===== src/rtl/core/assert_macros.svh =====
// Assertion helpers shared by the ramp generator RTL.
`ifndef ASSERT_MACROS_SVH
`define ASSERT_MACROS_SVH

// Checked on every clock edge outside reset.
`define SRP_ASSERT(lbl, clk, rstn, prop, msg) \
  lbl: assert property (@(posedge clk) disable iff (!rstn) prop) else $error(msg);

// Checked on every clock edge, reset included.
`define SRP_ASSERT_ALWAYS(lbl, clk, prop, msg) \
  lbl: assert property (@(posedge clk) prop) else $error(msg);

`endif


===== src/rtl/core/srp_pkg.sv =====
`timescale 1ns / 1ps
package srp_pkg;

  localparam logic [1:0] REQ_CMD  = 2'd0;
  localparam logic [1:0] REQ_TICK = 2'd1;
  localparam logic [1:0] REQ_HALL = 2'd2;

  localparam logic [1:0] CFG_MIN_FREQ = 2'd0;
  localparam logic [1:0] CFG_STEPS    = 2'd1;
  localparam logic [1:0] CFG_MAGNETS  = 2'd2;

  localparam logic [15:0] MIN_FREQ_RST = 16'd400;
  localparam logic [15:0] STEPS_RST    = 16'd2000;
  localparam logic [3:0]  MAGNETS_RST  = 4'd2;

  // one million = 2^US_SHIFT * US_ODD
  localparam int          US_SHIFT  = 6;
  localparam int          US_ODD    = 15625;
  localparam logic [15:0] FREQ_CAP  = 16'hFFFF;
  // accel (16) times elapsed microseconds (20)
  localparam int          AMUS_W    = 36;

  localparam int IN_DATA_W  = 64;
  localparam int OUT_DATA_W = 48;

  typedef struct packed {
    logic       load;
    logic       init;
    logic       mul_step;
    logic       div_step;
    logic       sq_mul;
    logic       sel_fhz;
    logic       brake_cmp;
    logic       bit_cmp;
    logic [3:0] sq_bit;
    logic       update;
    logic       stop_run;
    logic       out_load;
  } srp_cmd_t;

  typedef struct packed {
    logic run;
    logic rem_zero;
    logic mul_done;
    logic out_free;
  } srp_stat_t;

endpackage


===== src/rtl/core/srp_ctrl.sv =====
`timescale 1ns / 1ps
`include "assert_macros.svh"
module srp_ctrl #(
  parameter int FREQ_FRAC_BITS = 12
) (
  input  logic              clk_i,
  input  logic              rst_ni,
  input  logic              in_valid_i,
  input  logic [1:0]        in_req_i,
  output logic              in_ready_o,
  input  srp_pkg::srp_stat_t stat_i,
  output srp_pkg::srp_cmd_t  cmd_o
);
  import srp_pkg::*;

  // one step per 16-bit slice of the reciprocal
  localparam int DIV_STEPS = (AMUS_W + FREQ_FRAC_BITS - US_SHIFT + 16) / 16;
  localparam int CNT_W     = $clog2(DIV_STEPS + 1);

  typedef enum logic [2:0] {
    S_IDLE, S_EVAL, S_MUL, S_DIV, S_SQA, S_SQB, S_UPD, S_OUT
  } state_e;

  state_e           state_q;
  logic             ramp_q;
  logic             brk_ph_q;
  logic [3:0]       bit_q;
  logic [CNT_W-1:0] cnt_q;

  assign in_ready_o = (state_q == S_IDLE);

  always_comb begin
    cmd_o        = '0;
    cmd_o.sq_bit = bit_q;
    unique case (state_q)
      S_IDLE: cmd_o.load = in_valid_i;
      S_EVAL: begin
        if (ramp_q && stat_i.run) begin
          cmd_o.stop_run = stat_i.rem_zero;
          cmd_o.init     = !stat_i.rem_zero;
        end
      end
      S_MUL: cmd_o.mul_step = !stat_i.mul_done;
      S_DIV: cmd_o.div_step = 1'b1;
      S_SQA: begin
        cmd_o.sq_mul  = 1'b1;
        cmd_o.sel_fhz = brk_ph_q;
      end
      S_SQB: begin
        cmd_o.brake_cmp = brk_ph_q;
        cmd_o.bit_cmp   = !brk_ph_q;
      end
      S_UPD: cmd_o.update = 1'b1;
      S_OUT: cmd_o.out_load = stat_i.out_free;
      default: cmd_o = '0;
    endcase
  end

  always_ff @(posedge clk_i or negedge rst_ni) begin
    if (!rst_ni) begin
      state_q  <= S_IDLE;
      ramp_q   <= 1'b0;
      brk_ph_q <= 1'b0;
      bit_q    <= '0;
      cnt_q    <= '0;
    end else begin
      unique case (state_q)
        S_IDLE: begin
          if (in_valid_i) begin
            ramp_q  <= (in_req_i == REQ_CMD) || (in_req_i == REQ_TICK);
            state_q <= S_EVAL;
          end
        end
        S_EVAL: begin
          brk_ph_q <= 1'b1;
          bit_q    <= 4'd15;
          cnt_q    <= CNT_W'(DIV_STEPS - 1);
          if (ramp_q && stat_i.run && !stat_i.rem_zero) begin
            state_q <= S_MUL;
          end else begin
            state_q <= S_OUT;
          end
        end
        S_MUL: begin
          if (stat_i.mul_done) begin
            state_q <= S_DIV;
          end
        end
        S_DIV: begin
          cnt_q <= cnt_q - 1'b1;
          if (cnt_q == '0) begin
            state_q <= S_SQA;
          end
        end
        S_SQA: state_q <= S_SQB;
        S_SQB: begin
          if (brk_ph_q) begin
            brk_ph_q <= 1'b0;
            state_q  <= S_SQA;
          end else if (bit_q == '0) begin
            state_q <= S_UPD;
          end else begin
            bit_q   <= bit_q - 1'b1;
            state_q <= S_SQA;
          end
        end
        S_UPD: state_q <= S_OUT;
        S_OUT: begin
          if (stat_i.out_free) begin
            state_q <= S_IDLE;
          end
        end
        default: state_q <= S_IDLE;
      endcase
    end
  end

  `SRP_ASSERT(a_out_free, clk_i, rst_ni, cmd_o.out_load |-> stat_i.out_free,
              "output overwritten")
  `SRP_ASSERT(a_accept_eval, clk_i, rst_ni,
              (in_valid_i && in_ready_o) |=> (state_q == S_EVAL),
              "accept did not start evaluation")
  `SRP_ASSERT(a_last_bit, clk_i, rst_ni,
              (state_q == S_SQB && !brk_ph_q && bit_q == 4'd0) |=> (state_q == S_UPD),
              "sqrt search did not end")

endmodule


===== src/rtl/core/srp_dp.sv =====
`timescale 1ns / 1ps
`include "assert_macros.svh"
module srp_dp #(
  parameter int FREQ_FRAC_BITS = 12,
  parameter int POS_BITS       = 24
) (
  input  logic                             clk_i,
  input  logic                             rst_ni,
  input  logic [15:0]                      min_freq_i,
  input  logic [15:0]                      steps_i,
  input  logic [3:0]                       magnets_i,
  input  logic [1:0]                       in_req_i,
  input  logic [srp_pkg::IN_DATA_W-1:0]    in_data_i,
  input  logic                             out_ready_i,
  output logic                             out_valid_o,
  output logic [srp_pkg::OUT_DATA_W-1:0]   out_data_o,
  input  srp_pkg::srp_cmd_t                cmd_i,
  output srp_pkg::srp_stat_t               stat_o
);
  import srp_pkg::*;

  localparam int F      = FREQ_FRAC_BITS;
  localparam int P      = POS_BITS;
  localparam int FACC_W = 16 + F;
  localparam int DVD_W  = AMUS_W + F;
  localparam int RHS_W  = P + 32;
  localparam int SUM_W  = DVD_W + 1;
  // divide by one million: drop the power of two, then multiply by the
  // rounded-up reciprocal of the odd part, exact for every YW-bit dividend
  localparam int YW     = DVD_W - US_SHIFT;
  localparam int RSH    = YW + $clog2(US_ODD);
  localparam int NCH    = (YW + 16) / 16;
  localparam int MP     = NCH * 16;
  localparam int PW     = 2 * YW + 1;
  localparam int PPW    = YW + 16;
  localparam logic [127:0] RECIP = ((128'd1 << RSH) + 128'(US_ODD - 1)) / 128'(US_ODD);

  // state
  logic              run_q;
  logic [FACC_W-1:0] facc_q;
  logic [P-1:0]      pos_q;
  logic [P-1:0]      goal_q;
  logic              dir_q;
  logic              stop_q;
  logic [15:0]       accel_q;
  logic [15:0]       gfreq_q;
  // working registers
  logic [19:0]       us_q;
  logic [RHS_W-1:0]  mcand_q;
  logic [P-2:0]      rem_sh_q;
  logic [RHS_W-1:0]  rhs_q;
  logic [YW-1:0]     y_q;
  logic [MP-1:0]     rcp_q;
  logic [PW-1:0]     prod_q;
  logic [31:0]       sq_q;
  logic [15:0]       x_q;
  logic              brk_q;
  logic              out_valid_q;
  logic [OUT_DATA_W-1:0] out_data_q;

  // input word fields
  logic        f_stop, f_dir;
  logic [7:0]  f_revs;
  logic [15:0] f_accel, f_goal;
  logic [19:0] f_us;
  assign f_stop  = in_data_i[0];
  assign f_dir   = in_data_i[1];
  assign f_revs  = in_data_i[9:2];
  assign f_accel = in_data_i[25:10];
  assign f_goal  = in_data_i[41:26];
  assign f_us    = in_data_i[61:42];

  logic [15:0] fhz;
  logic [P-1:0] diff;
  logic [P-1:0] span;
  logic        rem_zero;
  logic [3:0]  meff;
  logic [15:0] x_try, sq_op;
  logic [35:0] sqm;
  logic [RHS_W-1:0] sqm_ext;
  logic [31:0] ab;
  logic [AMUS_W-1:0] amus;
  logic [PPW-1:0] pp;

  assign fhz      = facc_q[FACC_W-1 -: 16];
  assign diff     = dir_q ? (pos_q - goal_q) : (goal_q - pos_q);
  assign rem_zero = (diff == '0) || diff[P-1];
  assign span     = P'(12'(f_revs) * 12'(magnets_i));
  assign meff     = (magnets_i == '0) ? 4'd1 : magnets_i;
  assign x_try    = x_q | (16'd1 << cmd_i.sq_bit);
  assign sq_op    = cmd_i.sel_fhz ? fhz : x_try;
  assign sqm      = {4'b0, sq_q} * {32'b0, meff};
  assign sqm_ext  = RHS_W'(sqm);
  assign ab       = 32'(accel_q) * 32'(steps_i);
  assign amus     = AMUS_W'(accel_q) * AMUS_W'(us_q);
  assign pp       = PPW'(y_q) * PPW'(rcp_q[MP-1 -: 16]);

  // frequency update toward the selected target
  logic [15:0]       mx, des, tsel;
  logic [SUM_W-1:0]  tgt_w, facc_w, dl_w, n0, n1, n2, floor_w, cap_w;
  logic [FACC_W-1:0] facc_next;

  always_comb begin
    mx      = (x_q < min_freq_i) ? min_freq_i : x_q;
    des     = (gfreq_q < mx) ? gfreq_q : mx;
    tsel    = (stop_q || brk_q) ? min_freq_i : des;
    tgt_w   = SUM_W'({tsel, F'(0)});
    facc_w  = SUM_W'(facc_q);
    dl_w    = SUM_W'(prod_q[PW-1:RSH]);
    floor_w = SUM_W'({min_freq_i, F'(0)});
    cap_w   = SUM_W'({FREQ_CAP, F'(0)});
    if (facc_w < tgt_w) begin
      n0 = facc_w + dl_w;
      n1 = (n0 > tgt_w) ? tgt_w : n0;
    end else begin
      n0 = (facc_w >= dl_w) ? (facc_w - dl_w) : '0;
      n1 = (n0 < tgt_w) ? tgt_w : n0;
    end
    n2 = (n1 < floor_w) ? floor_w : n1;
    if (n2 > cap_w) begin
      n2 = cap_w;
    end
    facc_next = FACC_W'(n2);
  end

  always_ff @(posedge clk_i or negedge rst_ni) begin
    if (!rst_ni) begin
      run_q       <= 1'b0;
      facc_q      <= {MIN_FREQ_RST, F'(0)};
      pos_q       <= '0;
      goal_q      <= '0;
      dir_q       <= 1'b0;
      stop_q      <= 1'b1;
      accel_q     <= '0;
      gfreq_q     <= MIN_FREQ_RST;
      out_valid_q <= 1'b0;
    end else begin
      if (cmd_i.load) begin
        case (in_req_i)
          REQ_CMD: begin
            stop_q  <= f_stop;
            dir_q   <= f_dir;
            accel_q <= f_accel;
            gfreq_q <= f_goal;
            goal_q  <= f_dir ? (pos_q - span) : (pos_q + span);
            run_q   <= 1'b1;
          end
          REQ_HALL: pos_q <= dir_q ? (pos_q - 1'b1) : (pos_q + 1'b1);
          default: ;
        endcase
      end
      if (cmd_i.stop_run) begin
        run_q <= 1'b0;
      end
      if (cmd_i.update) begin
        facc_q <= facc_next;
      end
      if (cmd_i.out_load) begin
        out_valid_q <= 1'b1;
      end else if (out_ready_i) begin
        out_valid_q <= 1'b0;
      end
    end
  end

  always_ff @(posedge clk_i) begin
    if (cmd_i.load) begin
      us_q <= (in_req_i == REQ_TICK) ? f_us : 20'd0;
    end
    if (cmd_i.init) begin
      mcand_q  <= RHS_W'({ab, 1'b0});
      rem_sh_q <= diff[P-2:0];
      rhs_q    <= '0;
      y_q      <= YW'({amus, F'(0)} >> US_SHIFT);
      rcp_q    <= MP'(RECIP);
      prod_q   <= '0;
      x_q      <= '0;
    end
    if (cmd_i.mul_step) begin
      if (rem_sh_q[0]) begin
        rhs_q <= rhs_q + mcand_q;
      end
      mcand_q  <= mcand_q << 1;
      rem_sh_q <= rem_sh_q >> 1;
    end
    // reciprocal product, top 16-bit slice first
    if (cmd_i.div_step) begin
      prod_q <= (prod_q << 16) + PW'(pp);
      rcp_q  <= rcp_q << 16;
    end
    if (cmd_i.sq_mul) begin
      sq_q <= 32'(sq_op) * 32'(sq_op);
    end
    if (cmd_i.brake_cmp) begin
      brk_q <= sqm_ext >= rhs_q;
    end
    if (cmd_i.bit_cmp && (sqm_ext <= rhs_q)) begin
      x_q <= x_try;
    end
    if (cmd_i.out_load) begin
      out_data_q <= {5'b0, 24'(pos_q), run_q, dir_q, fhz, run_q};
    end
  end

  assign out_valid_o     = out_valid_q;
  assign out_data_o      = out_data_q;
  assign stat_o.run      = run_q;
  assign stat_o.rem_zero = rem_zero;
  assign stat_o.mul_done = (rem_sh_q == '0);
  assign stat_o.out_free = !out_valid_q || out_ready_i;

  `SRP_ASSERT(a_run_fall, clk_i, rst_ni, $fell(run_q) |-> $past(cmd_i.stop_run),
              "run cleared without stop")
  `SRP_ASSERT(a_freq_range, clk_i, rst_ni,
              cmd_i.update |=> (facc_q <= FACC_W'({FREQ_CAP, F'(0)}) &&
                                facc_q >= FACC_W'({min_freq_i, F'(0)})),
              "frequency out of range")
  `SRP_ASSERT(a_pos_hold, clk_i, rst_ni, !cmd_i.load |=> $stable(pos_q),
              "position moved without a word")
  `SRP_ASSERT_ALWAYS(a_rst_out, clk_i, !rst_ni |=> !out_valid_q, "output valid in reset")

endmodule


===== src/rtl/core/stepper_ramp_profile.sv =====
`timescale 1ns / 1ps
// Hall pulses and words that need no ramp go from evaluation straight to the output state.
// Command and tick words that start a ramp first pass the shift-add multiplier over the
// remaining-distance bits, a reciprocal divide in 16-bit slices and the sqrt search.
// The block takes one word at a time; a finished result waits in the output register.
// Reset: asynchronous, active low; config and ramp state return to defaults, no clearing pass.
module stepper_ramp_profile #(
  parameter int FREQ_FRAC_BITS = 12,
  parameter int POS_BITS       = 24
) (
  input  logic        clk_i,
  input  logic        rst_ni,
  input  logic        s_axis_tvalid,
  output logic        s_axis_tready,
  // stop_mode, move_dir, num_revs[7:0], accel[15:0], goal_freq[15:0], elapsed_us[19:0]
  input  logic [63:0] s_axis_tdata,
  // req_type[1:0]
  input  logic [1:0]  s_axis_tuser,
  output logic        m_axis_tvalid,
  input  logic        m_axis_tready,
  // step_enable, step_freq[15:0], dir_level, ramping, position_pulses[23:0]
  output logic [47:0] m_axis_tdata,
  input  logic        cfg_valid_i,
  output logic        cfg_ready_o,
  input  logic [1:0]  cfg_index_i,
  input  logic [15:0] cfg_data_i
);
  import srp_pkg::*;

  logic [15:0] min_freq_q;
  logic [15:0] steps_q;
  logic [3:0]  magnets_q;

  assign cfg_ready_o = 1'b1;

  always_ff @(posedge clk_i or negedge rst_ni) begin
    if (!rst_ni) begin
      min_freq_q <= MIN_FREQ_RST;
      steps_q    <= STEPS_RST;
      magnets_q  <= MAGNETS_RST;
    end else if (cfg_valid_i) begin
      unique case (cfg_index_i)
        CFG_MIN_FREQ: min_freq_q <= cfg_data_i;
        CFG_STEPS:    steps_q    <= cfg_data_i;
        CFG_MAGNETS:  magnets_q  <= cfg_data_i[3:0];
        default: ;
      endcase
    end
  end

  srp_cmd_t  cmd;
  srp_stat_t stat;

  srp_ctrl #(
    .FREQ_FRAC_BITS(FREQ_FRAC_BITS)
  ) u_ctrl (
    .clk_i      (clk_i),
    .rst_ni     (rst_ni),
    .in_valid_i (s_axis_tvalid),
    .in_req_i   (s_axis_tuser),
    .in_ready_o (s_axis_tready),
    .stat_i     (stat),
    .cmd_o      (cmd)
  );

  srp_dp #(
    .FREQ_FRAC_BITS(FREQ_FRAC_BITS),
    .POS_BITS      (POS_BITS)
  ) u_dp (
    .clk_i       (clk_i),
    .rst_ni      (rst_ni),
    .min_freq_i  (min_freq_q),
    .steps_i     (steps_q),
    .magnets_i   (magnets_q),
    .in_req_i    (s_axis_tuser),
    .in_data_i   (s_axis_tdata),
    .out_ready_i (m_axis_tready),
    .out_valid_o (m_axis_tvalid),
    .out_data_o  (m_axis_tdata),
    .cmd_i       (cmd),
    .stat_o      (stat)
  );

endmodule

===== config.mk =====
export PLATFORM = sky130hd
export DESIGN_NAME = stepper_ramp_profile
export DESIGN_NICKNAME = d
export VERILOG_FILES = /design/src/rtl/core/srp_pkg.sv /design/src/rtl/core/srp_ctrl.sv /design/src/rtl/core/srp_dp.sv /design/src/rtl/core/stepper_ramp_profile.sv
export VERILOG_INCLUDE_DIRS = /design/src /design/src/rtl/core
export SDC_FILE = /design/constraint.sdc
export NUM_CORES = 2
export LEC_CHECK = 0
export BUFFER_PORTS_ARGS = -buffer_cell sky130_fd_sc_hd__buf_2
export CAP_MARGIN = 20
export CORE_MARGIN = 4
export CORE_UTILIZATION = 45
export CTS_BUF_LIST = sky130_fd_sc_hd__clkbuf_4 sky130_fd_sc_hd__clkbuf_8
export DETAILED_ROUTE_END_ITERATION = 10
export PLACE_DENSITY = 0.62
export SETUP_SLACK_MARGIN = 0.02
export SKIP_CTS_REPAIR_TIMING = 1
export SLEW_MARGIN = 30
export SYNTH_ARGS = -nofsm -noshare
export SYNTH_HDL_FRONTEND = slang
export SYNTH_SLANG_ARGS = --single-unit

===== constraint.sdc =====
create_clock -name clk_i -period 18.33 [get_ports clk_i]
set_input_delay 1.833 -clock clk_i [delete_from_list [all_inputs] [get_ports clk_i]]
set_output_delay 1.833 -clock clk_i [all_outputs]
set_load 0.05 [all_outputs]

Word level (Yosys, flattened, before mapping)
Cells that the tools add are included.
{ "classes": {"multipliers": 6, "magnitude_cmp": 10, "n_reduce_logical": 36, "eq_ne": 17, "shift": 1, "bitwise_logic": 1, "addsub": 12, "muxes": 56} }
{ "ops": {"columns": ["cell", "n"], "rows": [
  ["$mux 56", 5],
  ["$mux 49", 5],
  ["$mux 85", 2],
  ["$lt 49x28->1", 2],
  ["$mux 16", 6],
  ["$mux 48", 2],
  ["$add 85x58->85", 1],
  ["$mux 24", 3],
  ["$mul 16x16->32", 2],
  ["$add 56x56->56", 1],
  ["$ge 36x56->1", 1],
  ["$le 36x56->1", 1],
  ["$mul 36x16->52", 1],
  ["$gt 49x28->1", 1],
  ["$gt 49x28->1 const B", 1],
  ["$sub 24x24->24", 2],
  ["$mux 22", 2],
  ["$mul 16x20->36", 1],
  ["$mul 32x4->36", 1],
  ["$lt 16x16->1", 2],
  ["$add 28x29->30", 1],
  ["$sub 28x29->30", 1],
  ["$ge 28x29->1", 1],
  ["$lt 28x28->1", 1],
  ["37 further kinds", 93]
]} }
{ "word_totals": {"in_bits": 89, "regBits": 552, "word_cells": 172, "out_inout_bits": 51} }

Longest topological paths before layout
{ "depth": {"ltp_word": 12, "depth_mapped": 53} }

Modules after synthesis
A second synthesis with hierarchy kept.
{ "hier_totals": {"cells_unflattened": 8718, "hier_area_um2": 80084.3} }
{ "modules_own_cells": {"columns": ["module", "area_per_inst_um2", "cells_each", "instances"], "rows": [
  ["srp_dp", 77983.5, 8552, 1],
  ["stepper_ramp_profile", 1386.3, 79, 1],
  ["srp_ctrl", 714.4, 87, 1]
]} }

Worst setup path before layout
OpenSTA, ideal clock, no wires.
{ "synth_path": {"kind": "flip-flop to flip-flop", "startpoint": "register u_ctrl.state_q[2]", "endpoint": "register u_dp.sq_q[31], data pin", "arrival_time_ns": 10.653, "stages_incl_launch_ff": 35, "required_ns": 18.062, "path_buffers": 2, "slack_ns": 7.409, "setup_time_ns": 0.268, "cell_sequence": "dfrtp_1 > clkbuf_1 > clkinv_1 > nor3_1 > nand2_1 > clkbuf_1 > o21ai_1 > clkinv_1 > nand2_1 > inv_1 > fa_1 > inv_1 > fa_1 > inv_1 > fa_1 > inv_1 > fa_1 > inv_1 > fa_1 > inv_1 > fa_1 > inv_1 > ha_1 > nor2b_1 > o31ai_1 > a21oi_1 > nand4_1 > a31oi_1 > and4_1 > a2111oi_0 > a21oi_1 > o21a_1 > o21a_1 > o41ai_1 > xnor2_1"} }
{ "synth_between": {"elab_chain_cells": 4} }
{ "synth_rtl": {"columns": ["element", "line", "text"], "rows": [
  ["start: declaration", "srp_ctrl.sv:24", "state_e state_q;"],
  ["start signal: assignment", "srp_ctrl.sv:61", "state_q <= S_IDLE;"],
  ["start signal: assignment", "srp_ctrl.sv:71", "state_q <= S_EVAL;"],
  ["start signal: assignment", "srp_ctrl.sv:79", "state_q <= S_MUL;"],
  ["$eq 3x3->1", "srp_ctrl.sv:35", "unique case (state_q)"],
  ["$mux 2", "srp_ctrl.sv:35", null],
  ["$mux 16", "srp_dp.sv:91", "assign sq_op = cmd_i.sel_fhz ? fhz : x_try;"],
  ["$mul 16x16->32", "srp_dp.sv:192", "sq_q <= 32'(sq_op) * 32'(sq_op);"],
  ["end signal: assignment", "srp_dp.sv:192", null],
  ["end: declaration", "srp_dp.sv:55", "logic [31:0] sq_q;"]
]} }
No other way between the ends.
A chain may end at the register's enable or synchronous reset.

Worst setup path in the final report
{ "layout_path": {"startpoint": "register min_freq_q[7]", "endpoint": "register u_dp.facc_q[1]"} }
{ "layout_between": {"elab_chain_cells": 12, "word_cells_on_any_way": 15, "classes_between": "order compare (7); mux (8)"} }
{ "layout_rtl": {"columns": ["element", "line", "text"], "rows": [
  ["start: declaration", "stepper_ramp_profile.sv:30", "logic [15:0] min_freq_q;"],
  ["start signal: assignment", "stepper_ramp_profile.sv:43", "CFG_MIN_FREQ: min_freq_q <= cfg_data_i;"],
  ["$lt 16x16->1", "srp_dp.sv:104", "mx = (x_q < min_freq_i) ? min_freq_i : x_q;"],
  ["$mux 16", "srp_dp.sv:104", null],
  ["$lt 16x16->1", "srp_dp.sv:105", "des = (gfreq_q < mx) ? gfreq_q : mx;"],
  ["$mux 16", "srp_dp.sv:105", null],
  ["$mux 16", "srp_dp.sv:106", "tsel = (stop_q || brk_q) ? min_freq_i : des;"],
  ["$lt 49x28->1 or $gt 49x28->1 (tied branches)", "srp_dp.sv:117, srp_dp.sv:114", null],
  ["$mux 49 (on tied branches)", "srp_dp.sv:117, srp_dp.sv:114", null],
  ["$mux 49", "srp_dp.sv:112", "if (facc_w < tgt_w) begin"],
  ["$lt 49x28->1", "srp_dp.sv:119", "n2 = (n1 < floor_w) ? floor_w : n1;"],
  ["$mux 49 *", "srp_dp.sv:119", null],
  ["$gt 49x28->1", "srp_dp.sv:120", "if (n2 > cap_w) begin"],
  ["$mux 28 *", "srp_dp.sv:120", null],
  ["end signal: assignment", "srp_dp.sv:129", "facc_q <= {MIN_FREQ_RST, F'(0)};"],
  ["end signal: assignment", "srp_dp.sv:156", "facc_q <= facc_next;"],
  ["end: declaration", "srp_dp.sv:40", "logic [FACC_W-1:0] facc_q;"]
]} }
Mark *: on every way between the ends. The rest lies on a longest branch, timed or not.

==> results.sh <==
export IMPL_synth_top_area_cell="fa_1"
export IMPL_async_flop_share_pct=30.2
export IMPL_die_y_um=428
export IMPL_yosysTopAreaCellShare_pct=26.5
export IMPL_drv_slew=0
export IMPL_tns_ns=0
export IMPL_drtAntennaViolNets=0
export IMPL_synth_seq_area_share_pct=18.2
export IMPL_worst_hold_path_type="flop to flop"
export IMPL_vias=60900
export IMPL_min_period_ns=12.52
export IMPL_htree_levels=3
export IMPL_synth_area_sq_um=79600
export IMPL_dp_hpwl_mm=172
export IMPL_wirelength_mm=217
export IMPL_synth_flop_cell="edfxtp_1"
export IMPL_critical_path_class="flop to flop"
export IMPL_areaGrowthSynthToFinish_pct=6.95
export IMPL_worst_path_max_delay_cell="o22ai_1"
export IMPL_start_util_pct=45.2
export IMPL_path_common_cell="a21oi_1"
export IMPL_clk_pin_slew_ns=0.07
export IMPL_synth_edf_count=311
export IMPL_fillCellCount=16700
export IMPL_fmax_mhz=79.9
export IMPL_fin_nets=10900
export IMPL_wl_per_cell_um=19.3
export IMPL_grt_pass1_vias=62900
export IMPL_cts_sinks=527
export IMPL_syn_inst=8789
export IMPL_insertion_delay_ns=0.87
export IMPL_endpoint_kind="flop"
export IMPL_drt_iter0_drc=4089
export IMPL_layout_drive_gt1_share_pct=6.04
export IMPL_place_inst=11000
export IMPL_grt_pass1_wl_mm=349
export IMPL_drv_cap=0
export IMPL_synth_seq_cells=527
export IMPL_outcome="completed"
export IMPL_worst_pin_slew_ns=0.983
export IMPL_skew_ns=0.0633
export IMPL_final_cell_mix="1,445 x inv_1, 1,078 x nand2_1, 1,054 x fa_1"
export IMPL_port_buffer_count=131
export IMPL_fin_cells=11200
export IMPL_antenna_found_initial=7
export IMPL_hold_viol=0
export IMPL_rsz0062_at_grt="false"
export IMPL_die_area_sq_um=184000
export IMPL_worstPathArrival_ns=13.30
export IMPL_crit_fanout=31
export IMPL_slew_headroom_pct=34.5
export IMPL_synth_top_cells_by_area="fa_1 27%, ha_1 15%, edfxtp_1 12%"
export IMPL_numCtsBuffers=107
export IMPL_post_route_period_util_pct=68.3
export IMPL_avgSynthCellArea_sq_um=9.05
export IMPL_grt_max_degree=84
export IMPL_yosysWarnings=0
export IMPL_start_kind="flop"
export IMPL_final_common_cell="inv_1"
export IMPL_groute_usage_overall_pct=23.7
export IMPL_cts_root_buffer="clkbuf_8"
export IMPL_ios=140
export IMPL_setup_violations=0
export IMPL_chipWidth_um=428
export IMPL_clockBufferDepth=3
export IMPL_worstPathRequired_ns=19.11
export IMPL_viasPerCell=5.42
export IMPL_grt_overflow=0
export IMPL_ys_types=99
export IMPL_drc=0
export IMPL_core_area_sq_um=176000
export IMPL_dr_pass1_iters=5
export IMPL_max_stage_delay_ns=0.75
export IMPL_cts_tree="yes"
export IMPL_rows=154
export IMPL_place_congestion=0.966
## layout make-up
cell class              count  area [sq um]  area share, %
clock buffers             155          1950           2.29
repair buffers            209          1340           1.57
multi-input cells        6501         58500           68.7
clock inverters            49           428          0.503
diodes                      1          2.50        0.00294
inverters                1460          5480           6.44
flip-flops and latches    527         14500           17.0
well taps                2340          2930           3.44
## flip-flops by register name, summed over array words and instances (netlist names), 20 cells and up
signal,flops
u_dp.out_data_o,42
u_dp.y_q,36
u_dp.us_q,20
u_dp.pos_q,24
u_dp.mcand_q,55
u_dp.goal_q,24
u_dp.facc_q,28
u_dp.rhs_q,56
u_dp.prod_q,79
u_dp.rem_sh_q,23
u_dp.sq_q,31
## final timing paths
check                           slack, ns               end  cells after the start           from
worst max register to register       5.81    u_dp.facc_q[1]                     44  min_freq_q[7]
worst max-delay path                 5.81    u_dp.facc_q[1]                     44  min_freq_q[7]
worst min register to register       0.45     u_dp.rcp_q[2]                      1  u_dp.rcp_q[2]
max in group asynchronous           15.89  u_dp.gfreq_q[12]                      2         rst_ni
worst min-delay path                 0.45     u_dp.rcp_q[2]                      1  u_dp.rcp_q[2]
min in group asynchronous            1.06    u_dp.pos_q[12]                      1         rst_ni
## metal layers
metal | routed length [um] | track usage [%] | vias up
met2 | 100000 | 38.9 | 1692
met3 | 12400 | 3.44 | 329
met1 | 96800 | 32.5 | 30200
met5 | 0 | 0 | -
met4 | 7030 | 7.60 | 0
li1 | - | - | 28700
## cell families after synthesis
family,share of synthesized area (%)
buf+inv,8.45
mux,0.833
other cells,0.00944
simple gates,16.1
xor+xnor,3.90
flops,18.2
fa+ha+maj,41.4
compound gates,11.1
## metrics by stage
step / setup WS [ns] / instance area (sq um) / hold WS [ns] / util [%]
floorplan: 7.41 / 79600 / 0.418 / -
finish: 5.81 / 85100 / 0.454 / 48.4
CTS: 5.85 / 85100 / 0.453 / 48.4
detailed placement: 5.98 / 82700 / 0.435 / 47.0
global placement: 5.36 / 82500 / 0.426 / 46.9
global route: 5.22 / 85100 / 0.489 / 48.4
## critical path, delay by kind of cell, from the launching register on
family / cells / cell delay (ns)
buffers and inverters: 2 / 0.33
AOI/OAI and AO/OA: 20 / 6.27
and+or+nand+nor: 17 / 3.53
adders and majority gates: 4 / 1.24
DFF: 1 / 0.54
muxes: 1 / 0.49
## cell usage after synthesis (all sizes together), types with 152 or more instances
library cell,instances
a21o,152
fa,1054
and2,463
nand2,1080
o21ai,277
clkbuf,277
xnor2,238
a21oi,429
edfxtp,311
nor2,484
inv,1447
ha,943
Power is not shown: default switching activity piles up to over one toggle a cycle in this logic, so the estimate is an artifact.
